<file path="src/rtl/core/kdar_pkg.sv">
// Shared types and constants for the key debounce / auto-repeat unit.
// Holds the register index codes, reset values and the config bundle.
// No dependencies.
package kdar_pkg;

  localparam int KeyBits   = 8;   // key lines in use, 1..8 (CodeW)
  localparam int CodeW     = 8;   // width of the sample and key code ports
  localparam int CountW    = 16;
  localparam int CfgIdxW   = 3;
  localparam int CfgDataW  = 16;

  localparam logic [CountW-1:0] FirstDelayRst  = CountW'(50);
  localparam logic [CountW-1:0] RepeatDelayRst = CountW'(10);

  typedef enum logic [CfgIdxW-1:0] {
    CfgAllowMulti   = 3'd0,
    CfgRepeatEnable = 3'd1,
    CfgRepeatAccel  = 3'd2,
    CfgFirstDelay   = 3'd3,
    CfgRepeatDelay  = 3'd4
  } cfg_idx_e;

  typedef struct packed {
    logic              allow_multi;
    logic              repeat_enable;
    logic              repeat_accel;
    logic [CountW-1:0] first_delay;
    logic [CountW-1:0] repeat_delay;
  } kdar_cfg_t;

  typedef struct packed {
    logic s1_valid;
  } kdar_status_t;

  // Keep only the low KeyBits lines of a sample.
  function automatic logic [CodeW-1:0] key_mask(input logic [CodeW-1:0] v);
    logic [CodeW-1:0] m;
    m = '0;
    for (int i = 0; i < KeyBits && i < CodeW; i++) begin
      m[i] = 1'b1;
    end
    return v & m;
  endfunction

endpackage

</file>
<file path="src/rtl/core/kdar_cfg.sv">
// Configuration register file of the key debounce / auto-repeat unit.
// Depends on kdar_pkg for register codes and reset values.
module kdar_cfg (
  input  logic                         clk_i,
  input  logic                         rst_ni,
  input  logic                         cfg_valid_i,
  output logic                         cfg_ready_o,
  input  logic [kdar_pkg::CfgIdxW-1:0]  cfg_index_i,
  input  logic [kdar_pkg::CfgDataW-1:0] cfg_data_i,
  output kdar_pkg::kdar_cfg_t          cfg_o
);
  import kdar_pkg::*;

  kdar_cfg_t cfg_q, cfg_d;

  assign cfg_ready_o = 1'b1;

  always_comb begin
    cfg_d = cfg_q;
    if (cfg_valid_i) begin
      unique case (cfg_idx_e'(cfg_index_i))
        CfgAllowMulti:   cfg_d.allow_multi   = cfg_data_i[0];
        CfgRepeatEnable: cfg_d.repeat_enable = cfg_data_i[0];
        CfgRepeatAccel:  cfg_d.repeat_accel  = cfg_data_i[0];
        CfgFirstDelay:   cfg_d.first_delay   = cfg_data_i[CountW-1:0];
        CfgRepeatDelay:  cfg_d.repeat_delay  = cfg_data_i[CountW-1:0];
        default:         cfg_d = cfg_q;  // unused index, drop the write
      endcase
    end
  end

  always_ff @(posedge clk_i or negedge rst_ni) begin
    if (!rst_ni) begin
      cfg_q.allow_multi   <= 1'b0;
      cfg_q.repeat_enable <= 1'b1;
      cfg_q.repeat_accel  <= 1'b1;
      cfg_q.first_delay   <= FirstDelayRst;
      cfg_q.repeat_delay  <= RepeatDelayRst;
    end else begin
      cfg_q <= cfg_d;
    end
  end

  assign cfg_o = cfg_q;

endmodule

</file>
<file path="src/rtl/core/kdar_core.sv">
// Scan datapath: input register, debounce/repeat logic, result register.
// Holds last key, hold count and hold limit. Depends on kdar_pkg.
module kdar_core (
  input  logic                       clk_i,
  input  logic                       rst_ni,
  input  kdar_pkg::kdar_cfg_t        cfg_i,
  input  logic                       in_valid_i,
  output logic                       in_stall_o,
  input  logic [kdar_pkg::CodeW-1:0] sample_first_i,
  input  logic [kdar_pkg::CodeW-1:0] sample_second_i,
  output logic                       out_valid_o,
  input  logic                       out_stall_i,
  output logic [kdar_pkg::CodeW-1:0] key_code_o,
  output kdar_pkg::kdar_status_t     status_o
);
  import kdar_pkg::*;

  logic              s1_valid_q;
  logic [CodeW-1:0]  a_q, b_q;
  logic              out_valid_q;
  logic [CodeW-1:0]  key_q, key_d;

  logic [CodeW-1:0]  last_key_q, last_key_d;
  logic [CountW-1:0] hold_count_q, hold_count_d;
  logic [CountW-1:0] hold_limit_q, hold_limit_d;

  logic              out_load;
  logic              s1_load;
  logic              single;
  logic [CountW-1:0] count_inc;

  // Result register frees up when empty or when its request is taken.
  assign out_load   = !out_valid_q || !out_stall_i;
  assign s1_load    = !s1_valid_q || out_load;
  assign in_stall_o = !s1_load;

  assign single    = (a_q != '0) && ((a_q & (a_q - CodeW'(1))) == '0);
  assign count_inc = (hold_count_q != '1) ? hold_count_q + CountW'(1) : hold_count_q;

  always_comb begin
    last_key_d   = last_key_q;
    hold_count_d = hold_count_q;
    hold_limit_d = hold_limit_q;
    key_d        = '0;
    if (a_q != b_q) begin
      hold_count_d = '0;
    end else if (a_q == '0) begin
      last_key_d   = '0;
      hold_count_d = '0;
      hold_limit_d = cfg_i.first_delay;
    end else if (last_key_q != a_q) begin
      hold_count_d = '0;
      last_key_d   = a_q;
      if (cfg_i.allow_multi || single) begin
        key_d = a_q;
      end
    end else if ((!cfg_i.allow_multi && !single) || !cfg_i.repeat_enable) begin
      hold_count_d = '0;
    end else begin
      hold_count_d = count_inc;
      if (count_inc > hold_limit_q) begin
        hold_count_d = '0;
        if (cfg_i.repeat_accel && (hold_limit_q == cfg_i.first_delay)) begin
          hold_limit_d = cfg_i.repeat_delay;
        end
        key_d = a_q;
      end
    end
  end

  always_ff @(posedge clk_i or negedge rst_ni) begin
    if (!rst_ni) begin
      s1_valid_q   <= 1'b0;
      out_valid_q  <= 1'b0;
      last_key_q   <= '0;
      hold_count_q <= '0;
      hold_limit_q <= FirstDelayRst;
    end else begin
      if (s1_load) begin
        s1_valid_q <= in_valid_i;
      end
      if (out_load) begin
        out_valid_q <= s1_valid_q;
      end
      // Advance scan state only when the request moves into the result register.
      if (s1_valid_q && out_load) begin
        last_key_q   <= last_key_d;
        hold_count_q <= hold_count_d;
        hold_limit_q <= hold_limit_d;
      end
    end
  end

  always_ff @(posedge clk_i) begin
    if (s1_load && in_valid_i) begin
      a_q <= key_mask(sample_first_i);
      b_q <= key_mask(sample_second_i);
    end
    if (out_load && s1_valid_q) begin
      key_q <= key_d;
    end
  end

  assign out_valid_o       = out_valid_q;
  assign key_code_o        = key_q;
  assign status_o.s1_valid = s1_valid_q;

endmodule

</file>
<file path="src/rtl/core/key_debounce_auto_repeat_unit.sv">
// Key debounce with auto-repeat, top level.
// A request goes through the input register, then the result register.
// Throughput: one scan per cycle while out_stall_i does not hold a result.
// Reset: async active low; last key and hold count clear, hold limit = 50,
// config registers return to allow_multi=0, repeat on, accel on, 50, 10.
// Depends on kdar_pkg, kdar_cfg and kdar_core.
module key_debounce_auto_repeat_unit (
  input  logic                          clk_i,
  input  logic                          rst_ni,
  input  logic                          cfg_valid_i,
  output logic                          cfg_ready_o,
  input  logic [kdar_pkg::CfgIdxW-1:0]  cfg_index_i,
  input  logic [kdar_pkg::CfgDataW-1:0] cfg_data_i,
  input  logic                          in_valid_i,
  output logic                          in_stall_o,
  input  logic [kdar_pkg::CodeW-1:0]    sample_first_i,
  input  logic [kdar_pkg::CodeW-1:0]    sample_second_i,
  output logic                          out_valid_o,
  input  logic                          out_stall_i,
  output logic [kdar_pkg::CodeW-1:0]    key_code_o
);
  import kdar_pkg::*;

  kdar_cfg_t    cfg;
  kdar_status_t status;

  kdar_cfg u_cfg (
    .clk_i       (clk_i),
    .rst_ni      (rst_ni),
    .cfg_valid_i (cfg_valid_i),
    .cfg_ready_o (cfg_ready_o),
    .cfg_index_i (cfg_index_i),
    .cfg_data_i  (cfg_data_i),
    .cfg_o       (cfg)
  );

  kdar_core u_core (
    .clk_i           (clk_i),
    .rst_ni          (rst_ni),
    .cfg_i           (cfg),
    .in_valid_i      (in_valid_i),
    .in_stall_o      (in_stall_o),
    .sample_first_i  (sample_first_i),
    .sample_second_i (sample_second_i),
    .out_valid_o     (out_valid_o),
    .out_stall_i     (out_stall_i),
    .key_code_o      (key_code_o),
    .status_o        (status)
  );

  // Input side only backs up when the result register is full and held.
  a_stall_cause: assert property (@(posedge clk_i) disable iff (!rst_ni)
    in_stall_o |-> (status.s1_valid && out_valid_o && out_stall_i))
    else $error("input stalled without a held result");

  // An accepted request lands in the input register.
  a_accept_fill: assert property (@(posedge clk_i) disable iff (!rst_ni)
    (in_valid_i && !in_stall_o) |=> status.s1_valid)
    else $error("accepted request lost");

  // A request leaving the input register shows up as a result.
  a_advance: assert property (@(posedge clk_i) disable iff (!rst_ni)
    (status.s1_valid && !(out_valid_o && out_stall_i)) |=> out_valid_o)
    else $error("request did not reach the result register");

endmodule
</file>
<file path="config.mk">
export PLATFORM = sky130hd
export DESIGN_NAME = key_debounce_auto_repeat_unit
export DESIGN_NICKNAME = d
export VERILOG_FILES = /design/src/rtl/core/kdar_pkg.sv /design/src/rtl/core/kdar_cfg.sv /design/src/rtl/core/kdar_core.sv /design/src/rtl/core/key_debounce_auto_repeat_unit.sv
export SDC_FILE = /design/constraint.sdc
export NUM_CORES = 1
export LEC_CHECK = 0
export BUFFER_PORTS_ARGS = -buffer_cell sky130_fd_sc_hd__buf_4
export CORE_ASPECT_RATIO = 0.6
export CORE_UTILIZATION = 64
export DETAILED_ROUTE_END_ITERATION = 12
export PLACE_DENSITY = 0.93
export SYNTH_ARGS = -nofsm -noshare
export SYNTH_HDL_FRONTEND = slang
export SYNTH_HIERARCHICAL = 1
export SYNTH_SLANG_ARGS = --single-unit
</file>
<file path="constraint.sdc">
create_clock -name clk_i -period 10.99 [get_ports clk_i]
set_input_delay 2.198 -clock clk_i [delete_from_list [all_inputs] [get_ports clk_i]]
set_output_delay 2.198 -clock clk_i [all_outputs]
set_load 0.005 [all_outputs]
</file>
After elaboration in Yosys (flattened, before gate mapping)
Cells that the tools add are included.
{"block": "word_totals", "ff_bits": 101, "input_bits": 40, "wordCells": 76}
{"block": "classes", "n_addsub": 2, "order_cmp": 1, "n_eq_ne": 10, "muxes": 17, "n_bitwise": 2, "reduce_logical": 31}
{"operator": "$mux 16", "n": 11}
{"operator": "$mux 8", "n": 6}
{"operator": "$add 16x1->16 const B", "n": 1}
{"operator": "$eq 16x16->1", "n": 1}
{"operator": "$gt 16x16->1", "n": 1}
{"operator": "$logic_not 8->1", "n": 2}
{"operator": "$ne 16x16->1 const B", "n": 1}
{"operator": "$ne 8x8->1", "n": 2}
{"operator": "$reduce_and 2->1", "n": 5}
{"operator": "$and 8x8->8", "n": 1}
{"operator": "$reduce_bool 8->1", "n": 1}
{"operator": "$sub 8x1->8 const B", "n": 1}
{"operator": "$logic_not 1->1", "n": 7}
{"operator": "$eq 3x2->1 const B", "n": 2}
{"operator": "$reduce_and 6->1", "n": 1}
{"operator": "$reduce_bool 2->1", "n": 3}
{"operator": "$logic_and 1x1->1", "n": 5}
{"operator": "$logic_or 1x1->1", "n": 4}
{"operator": "$ne 2x1->1 const B", "n": 2}
{"operator": "$eq 3x1->1 const B", "n": 1}
{"operator": "$eq 3x3->1 const B", "n": 1}
{"operator": "$logic_not 3->1", "n": 1}
{"operator": "$reduce_and 3->1", "n": 1}
{"operator": "$reduce_or 2->1", "n": 1}
{"operator": "$not 1->1", "n": 1}

Depth between registers and ports, before layout
Gate-level depths: netlist of run 1.
{"block": "depth", "depth_word": 11, "ltp_mapped": 18, "mapped_depth_nobuf": 15}

Hierarchy
The synthesis of run 1 kept the hierarchy.
{"module": "kdar_core", "instances": 1, "cells_each": 389, "area_per_inst_um2": 3961.3, "seq_area_each_um2": 1775.5}
{"module": "kdar_cfg", "instances": 1, "cells_each": 80, "area_per_inst_um2": 1427.6, "seq_area_each_um2": 884.6}

Least setup slack after synthesis of run 1
Ideal clock, no wire load.
{"block": "synth_path", "kind": "input to output", "startpoint": "input out_stall_i", "endpoint": "output in_stall_o", "arrival_time_ps": 2343, "t_required_ps": 8792, "setup_slack_ps": 6449, "stages": 2, "n_path_buf": 0, "cell_sequence": "nand3_1 inv_1"}
{"block": "synth_between", "elab_chain_len": 4}
{"element": "from (decl)", "line_no": "key_debounce_auto_repeat_unit.sv:19", "source": "input logic out_stall_i,"}
{"element": "$logic_not 1->1", "line_no": "kdar_core.sv:33", "source": "assign out_load = !out_valid_q || !out_stall_i;"}
{"element": "$logic_or 1x1->1", "line_no": "kdar_core.sv:33"}
{"element": "$logic_or 1x1->1", "line_no": "kdar_core.sv:34", "source": "assign s1_load = !s1_valid_q || out_load;"}
{"element": "$logic_not 1->1", "line_no": "kdar_core.sv:35", "source": "assign in_stall_o = !s1_load;"}
{"element": "to (decl)", "line_no": "key_debounce_auto_repeat_unit.sv:15", "source": "output logic in_stall_o,"}
No other way between the ends.

Worst setup path after layout of run 1
{"block": "layout_path", "startpoint": "register u_core.hold_count_q[0]", "endpoint": "register u_core.hold_count_q[6]"}
{"block": "layout_between", "elab_chain_len": 8, "word_cells_on_any_way": 9, "cone_classes": "add/sub (1); order compare (1); eq/ne (1); mux (6)"}
{"element": "from (decl)", "line_no": "kdar_core.sv:24", "source": "logic [CountW-1:0] hold_count_q, hold_count_d;"}
{"element": "from (signal assigned)", "line_no": "kdar_core.sv:88", "source": "hold_count_q <= hold_count_d;"}
{"element": "$add 16x1->16 or $ne 16x16->1 (tied branches)", "line_no": "kdar_core.sv:38", "source": "assign count_inc = (hold_count_q != '1) ? hold_count_q + CountW'(1) : hold_count_q;"}
{"element": "$mux 16 *", "line_no": "kdar_core.sv:38"}
{"element": "$gt 16x16->1", "line_no": "kdar_core.sv:61", "source": "if (count_inc > hold_limit_q) begin"}
{"element": "$mux 16 *", "line_no": "kdar_core.sv:61"}
{"element": "$mux 16 *", "line_no": "kdar_core.sv:57", "source": "end else if ((!cfg_i.allow_multi && !single) || !cfg_i.repeat_enable) begin"}
{"element": "$mux 16 *", "line_no": "kdar_core.sv:51", "source": "end else if (last_key_q != a_q) begin"}
{"element": "$mux 16 *", "line_no": "kdar_core.sv:47", "source": "end else if (a_q == '0) begin"}
{"element": "$mux 16 *", "line_no": "kdar_core.sv:45", "source": "if (a_q != b_q) begin"}
Every way passes the cells marked *; elsewhere a longest branch is shown, timed or not.
A chain may end at the register's enable or synchronous reset.

==> results of run 1 <==
## layout by cell type, fill, tap and decap left out, types with 3 or more instances in the layout
cell	n
a21o_1	17
a21oi_1	10
a22o_1	9
a31oi_1	7
and2_1	14
and3_1	6
and4_1	3
buf_4	49
clkbuf_16	10
dfrtp_1	67
dfstp_2	10
edfxtp_1	24
ha_1	17
inv_1	23
mux2_2	34
mux2_4	10
nand2_1	39
nand2b_1	3
nand3_1	15
nand4_1	8
nor2_1	17
nor3_1	6
nor4_1	7
o21ai_0	12
o31ai_1	17
or2_2	6
xnor2_1	6
xor2_1	29
## power by group through the flow
stage          Combinational, mW  Clock, mW  Sequential [mW]
3_3_place_gp              0.0919          0            0.465
4_1_cts                   0.0989      0.331            0.461
2_1_floorplan             0.0689          0            0.452
6_report                  0.0990      0.327            0.461
5_1_grt                    0.107      0.347            0.466
3_5_place_dp              0.0972          0            0.467
## per-stage QoR
step | instances | util (%)
after floorplan | 469 | -
after global placement | 604 | 71.6
after detailed placement | 604 | 71.6
after CTS | 620 | 75.5
after global routing | 620 | 75.5
final | 620 | 75.5
## routing by layer
layer | wire length [um] | vias up | track usage, %
li1 | - | 1764 | -
met1 | 5540 | 1967 | 43.7
met2 | 5570 | 231 | 47.4
met3 | 1160 | 33 | 9.22
met4 | 225 | 0 | 10.3
met5 | 0 | - | 0
## final timing paths
check | startpoint | end | slack (ns) | depth (start not counted)
max in group asynchronous | rst_ni | u_cfg/cfg_o[4] | 8.35 | 1
min reg2reg | u_cfg/cfg_o[2] | u_core/hold_limit_q[2] | 0.48 | 1
min | u_cfg/cfg_o[2] | u_core/hold_limit_q[2] | 0.48 | 1
max reg2reg | u_core/hold_count_q[0] | u_core/hold_count_q[6] | 5.82 | 15
max | u_core/hold_count_q[0] | u_core/hold_count_q[6] | 5.82 | 15
min in group asynchronous | rst_ni | u_core/hold_limit_q[10] | 2.02 | 1
## cell usage after synthesis (12+ instances only)
library cell and instances:
a21o_1 17, ha_1 17, nor2_1 17, edfxtp_1 24, mux2_2 34, inv_1 23
nand2_1 39, and2_1 14, o31ai_1 17, o21ai_0 12, nand3_1 15, xor2_1 29
dfrtp_1 67
## kinds of logic (layout without fill, tap and decap cells)
family	Yosys count	in the layout	synth area share, %
AND/OR/NAND/NOR	143	143	15.4
flip-flops	101	101	49.4
AO/OA/AOI/OAI	82	82	10.9
buffers and inverters	45	88	4.53
multiplexers	44	44	9.89
XOR/XNOR	35	35	5.69
adder cells (fa/ha/maj)	18	18	4.13
other	1	1	0.0696
## worst max-delay path: stages (launching register included)
cell,delay [ns]
dfrtp_1,0.50
ha_1,0.26
nand2_1,0.17
nor3_1,0.33
nand2_1,0.34
nand2_1,0.28
nor3_1,0.09
or2_2,0.30
ha_1,0.32
a21oi_1,0.16
o21ai_0,0.17
a221o_1,0.35
or3_1,0.45
a2111oi_4,0.96
o21ai_0,0.25
o21ai_0,0.15
## final cells by class
class                   count  area share [%]
clock buffers              11            4.20
clock inverters             5           0.952
inverters                  23            1.43
multi-input cells         323            41.1
flip-flops and latches    101            44.0
well taps                 108            2.23
repair buffers             49            6.08
## sequential cells by signal, summed over array words and instances (netlist names)
signal,flops
u_core/hold_count_q,16
u_core/status_o,1
u_core/b_q,8
u_core/hold_limit_q,16
u_core/key_code_o,8
u_core/a_q,8
u_core/out_valid_o,1
u_core/last_key_q,8
u_cfg/cfg_o,35
==> out/qor.csv, run 1 <==
stage,metric,value,unit
global_route,grt-ovfl-total,0,
global_route,grt_pass1_vias,3953,
layout,regArea,0.00266,mm2
cts,cts_max_path_buffers,2,
cts,cts_hold_buf,0,
place,gp_congestion,0.892,
synth,ys_ff_latch,101,
sta,period_needed,5.17,ns
power,p_int,0.671,mW
synth,synth-main-ff-cell,dfrtp_1,
sta,relSlewSlack,15.6,%
power,powerDensity,147,mW/mm2
synth,synth_edf_count,24,
worst_setup_path,crit_arrival,5.42,ns
worst_setup_path,cp-end-kind,flop,
drt,first_pass_iters,5,
place,dp_hpwl,8.79,mm
die,core_area,0.00801,mm2
cts,cts_max_level,3,
place,numPortBuffers,49,
die,io_pins,51,
drt,routed_wl,12.5,mm
cts,ctsRootBufferMaster,clkbuf_16,
cts,cts.repair.resized,0,
synth,synthDistinctLibCells,58,
power,p_leak,2.74,nW
worst_setup_path,startpoint_type,flop,
sta,whs,0.479,ns
synth,synth_seq_area_share,49.4,%
sta,fin_skew,0.00661,ns
die,row_count,25,
synth,async_flop_share,76.2,%
power,power,0.888,mW
layout,multiInputGateArea,0.00249,mm2
sta,setup_viol,0,
synth,synth_fp_nets,526,
synth,synthesis.instances,469,
cts,cts-buffers-inserted,9,
global_route,grt_max_degree,78,
sta,tightest_slew,1.26,ns
layout,drive_gt1_share,26.6,%
synth,synth.avg_cell_area,11.5,um2
layout,fillerInstances,514,
power,power_frac_comb,11.2,%
synth,yosys_warnings,6,
sta,setup_ws,5.82,ns
worst_setup_path,cp_max_fo,16,
cts,cts_setup_buffers,0,
sta,hold_viol,0,
synth,synthTopCellsByArea,"dfrtp_1, edfxtp_1, mux2_2",
synth,synth_area,0.00539,mm2
sta,final.setup.tns,0,ns
drt,post_drt_wl_per_cell,20.2,um
drt,drt_iter0_drc,394,
cts,cts.sinks,101,
power,p_clk_share,36.9,%
die,fp.dieH,73.1,um
place,dp_slack,5.73,ns
layout,final_area,0.00605,mm2
sta,rsz0062_at_grt,no,
worst_setup_path,crit_type,flop to flop,
synth,synth_top_area_share,31.1,%
die,die_x,120,um
global_route,track_usage,31.3,%
job,cap_violations,0,
place,postPlaceCellArea,0.00574,mm2
sta,slew_violations,0,
layout,syn2layout_area_growth,12.2,%
synth,synth_top_area_cell,dfrtp_1,
worst_hold_path,hold_path_class,flop to flop,
power,power_frac_seq,52.0,%
outcome,run_status,"finished, final reports clean",
global_route,grt_pass1_wl,20.3,mm
layout,antenna_cells,0,
cts,path_clk_slew,0.07,ns
global_route,antenna_found_initial,0,
die,start_util,67.3,%
drt,ant_nets,0,
cts,tritoncts,yes,
cts,clk_latency,0.35,ns
worst_setup_path,critPathRequiredTime,11.24,ns
drt,vias_per_cell,6.44,
sta,fin_crit_sh,47.0,%
power,p_sw,0.216,mW
drt,vias,3995,
sta,timing.fmax,0.193,GHz
layout,nNetsFinal,564,
die,dieArea,0.00880,mm2
power,ir_worst_vdd,96.8,uV
power,p_sw_share,24.4,%
drt,drcViolationCount,0,
No activity file was read; power rests on OpenSTA's default activity.
==> inputs of run 2 (changes only) <==
--- a/config.mk
+++ b/config.mk
@@ -7,9 +7,9 @@
 export LEC_CHECK = 0
 export BUFFER_PORTS_ARGS = -buffer_cell sky130_fd_sc_hd__buf_4
 export CORE_ASPECT_RATIO = 0.6
-export CORE_UTILIZATION = 64
+export CORE_UTILIZATION = 60
 export DETAILED_ROUTE_END_ITERATION = 12
-export PLACE_DENSITY = 0.93
+export PLACE_DENSITY = 0.89
 export SYNTH_ARGS = -nofsm -noshare
 export SYNTH_HDL_FRONTEND = slang
 export SYNTH_HIERARCHICAL = 1
==> constraint.sdc (replaced) <==
create_clock -name clk_i -period 4.95 [get_ports clk_i]
set_input_delay 0.99 -clock clk_i [delete_from_list [all_inputs] [get_ports clk_i]]
set_output_delay 0.99 -clock clk_i [all_outputs]
set_load 0.005 [all_outputs]
==> run 2 against run 1 <==
Compared with the run above:
- fmax increased by 16%
- die area increased by 6.5%
- flip-flop and latch count unchanged
- core utilization decreased by 4.8 points
- count of clock-buffer cells in the layout decreased by 1
- non-clock buffer count increased by 6
- hold slack improved by 0.016 ns
- register-to-register slack got worse by 5.3 ns
- total power increased by 120%
- first-iteration DRC count decreased by 19%
- clock skew increased by 0.0018 ns
- critical path type unchanged
- cell count increased by 1.6%
==> out/qor.csv, run 2 (synthesis gave the netlist of run 1 again) <==
stage,metric,value,unit
sta,rsz0062_at_grt,no,
place,gp_congestion,0.894,
layout,nNetsFinal,570,
sta,tightest_slew,1.06,ns
drt,first_pass_iters,5,
worst_setup_path,path_common_cell,nand2_1,
worst_setup_path,critPathRequiredTime,5.25,ns
sta,fin_crit_sh,90.4,%
layout,layout_common_cells,"dfrtp_1, buf_4, nand2_1",
worst_setup_path,crit_start,u_core/hold_count_q[0],
die,fp.dieH,75.4,um
drt,post_drt_wl_per_cell,19.7,um
drt,drt_iter0_drc,321,
global_route,grt_pass1_wl,19.4,mm
layout,regArea,0.00266,mm2
place,dp_hpwl,8.70,mm
global_route,grt-ovfl-total,0,
layout,drive_gt1_share,27.6,%
layout,syn2layout_area_growth,13.1,%
die,io_pins,51,
worst_hold_path,hold_path_class,flop to flop,
worst_setup_path,crit_arrival,4.77,ns
sta,timing.fmax,0.224,GHz
global_route,grt_max_degree,78,
power,power,1.96,mW
cts,cts-buffers-inserted,9,
power,powerDensity,322,mW/mm2
layout,final_cells,630,
sta,slew_violations,0,
cts,cts_max_level,3,
worst_hold_path,hp-start,u_cfg/cfg_o[12],
power,p_leak,2.77,nW
layout,antenna_cells,0,
cts,path_clk_slew,0.08,ns
die,row_count,26,
global_route,track_usage,27.5,%
worst_setup_path,worstReg2RegStart,u_core/hold_count_q[0],
worst_setup_path,startpoint_type,flop,
layout,multiInputGateArea,0.00249,mm2
worst_setup_path,crit_type,flop to flop,
worst_setup_path,cpPeakStageDelay,0.45,ns
power,ir_worst_vdd,236,uV
cts,cts_hold_buf,0,
cts,cts.repair.resized,0,
job,cap_violations,0,
drt,routed_wl,12.4,mm
cts,tritoncts,yes,
cts,cts.sinks,101,
global_route,grt_pass1_vias,3770,
place,postPlaceCellArea,0.00576,mm2
sta,final.setup.tns,0,ns
cts,clk_latency,0.36,ns
place,placed_cells,610,
layout,fillerInstances,618,
worst_setup_path,path_cells,"ha_1, nand2_1, nor3_1, nand2_1, nand2_1, nor3_1, or2_2, ha_1, a21oi_1, o21ai_0, a221o_1, or3_1, and4_1, o31ai_1, a21o_1",
worst_setup_path,r2r_slack,0.48,ns
die,core_area,0.00862,mm2
die,die_x,124,um
drt,vias,3834,
sta,period_needed,4.47,ns
sta,setup_ws,0.476,ns
layout,largest_reg_flops,35,
layout,final_common_cell,dfrtp_1,
drt,ant_nets,0,
drt,vias_per_cell,6.09,
worst_setup_path,critical_path.slowest_cell,dfrtp_1,
drt,drcViolationCount,0,
cts,cts_max_path_buffers,2,
place,numPortBuffers,49,
worst_setup_path,cp_max_fo,16,
cts,ctsRootBufferMaster,clkbuf_16,
worst_setup_path,cp-end-kind,flop,
place,dp_slack,0.360,ns
die,start_util,62.5,%
sta,relSlewSlack,29.4,%
sta,setup_viol,0,
die,dieArea,0.00938,mm2
global_route,antenna_found_initial,0,
sta,hold_viol,0,
sta,fin_skew,0.00845,ns
layout,final_area,0.00610,mm2
outcome,run_status,"finished, final reports clean",
run 2: path summary, 6_finish.rpt:
path	endpoint	depth (start not counted)
setup / recovery	u_core/hold_limit_q[6]	15
hold reg to reg	u_core/hold_limit_q[12]	1
hold / removal	u_core/hold_limit_q[12]	1
min in group asynchronous	u_core/hold_count_q[0]	1
max in group asynchronous	u_cfg/cfg_o[2]	1
setup reg to reg	u_core/hold_limit_q[6]	15
run 2: cell type report:
type                       instances  share of cell area [%]
sequential                       101                    43.6
multi-input combinational        323                    40.8
timing repair buffer              55                    6.77
clock buffer                      10                    4.10
tap                              112                    2.30
inverter                          23                    1.42
clock inverter                     6                   0.985
run 2: metal layers:
metal	share of wire, %	up-vias	wire length [um]	track usage, %
li1	-	1778	-	-
met1	45	1918	5620	36.1
met2	47	120	5780	45.2
met3	6.7	18	826	7.37
met4	1.5	0	182	10.0
met5	0	-	0	0
run 2: stage by stage:
step                      hold WS [ns]  utilization, %
after floorplan                  0.445               -
final                            0.495            70.7
after detailed placement         0.474            66.8
after CTS                        0.495            70.4
after global routing             0.503            70.7
after global placement           0.460            66.8
run 2: power breakdown:
group	switching, mW	internal [mW]	total [mW]
logic	0.0962	0.120	0.216
registers	0.0742	0.947	1.02
clock network	0.342	0.384	0.726
total	0.512	1.45	1.96
run 2: worst max-delay path, delay by kind of cell (launching register included):
kind	cells	cell delay, ns
and+or+nand+nor	8	2.30
AOI/OAI and AO/OA	5	1.11
adders and majority gates	2	0.54
DFF	1	0.45
run 2: what timing repair did:
item,in CTS,in global routing
endpoints found under the hold margin,0,0
setup buffers,0,4
endpoints found under the setup margin,0,16
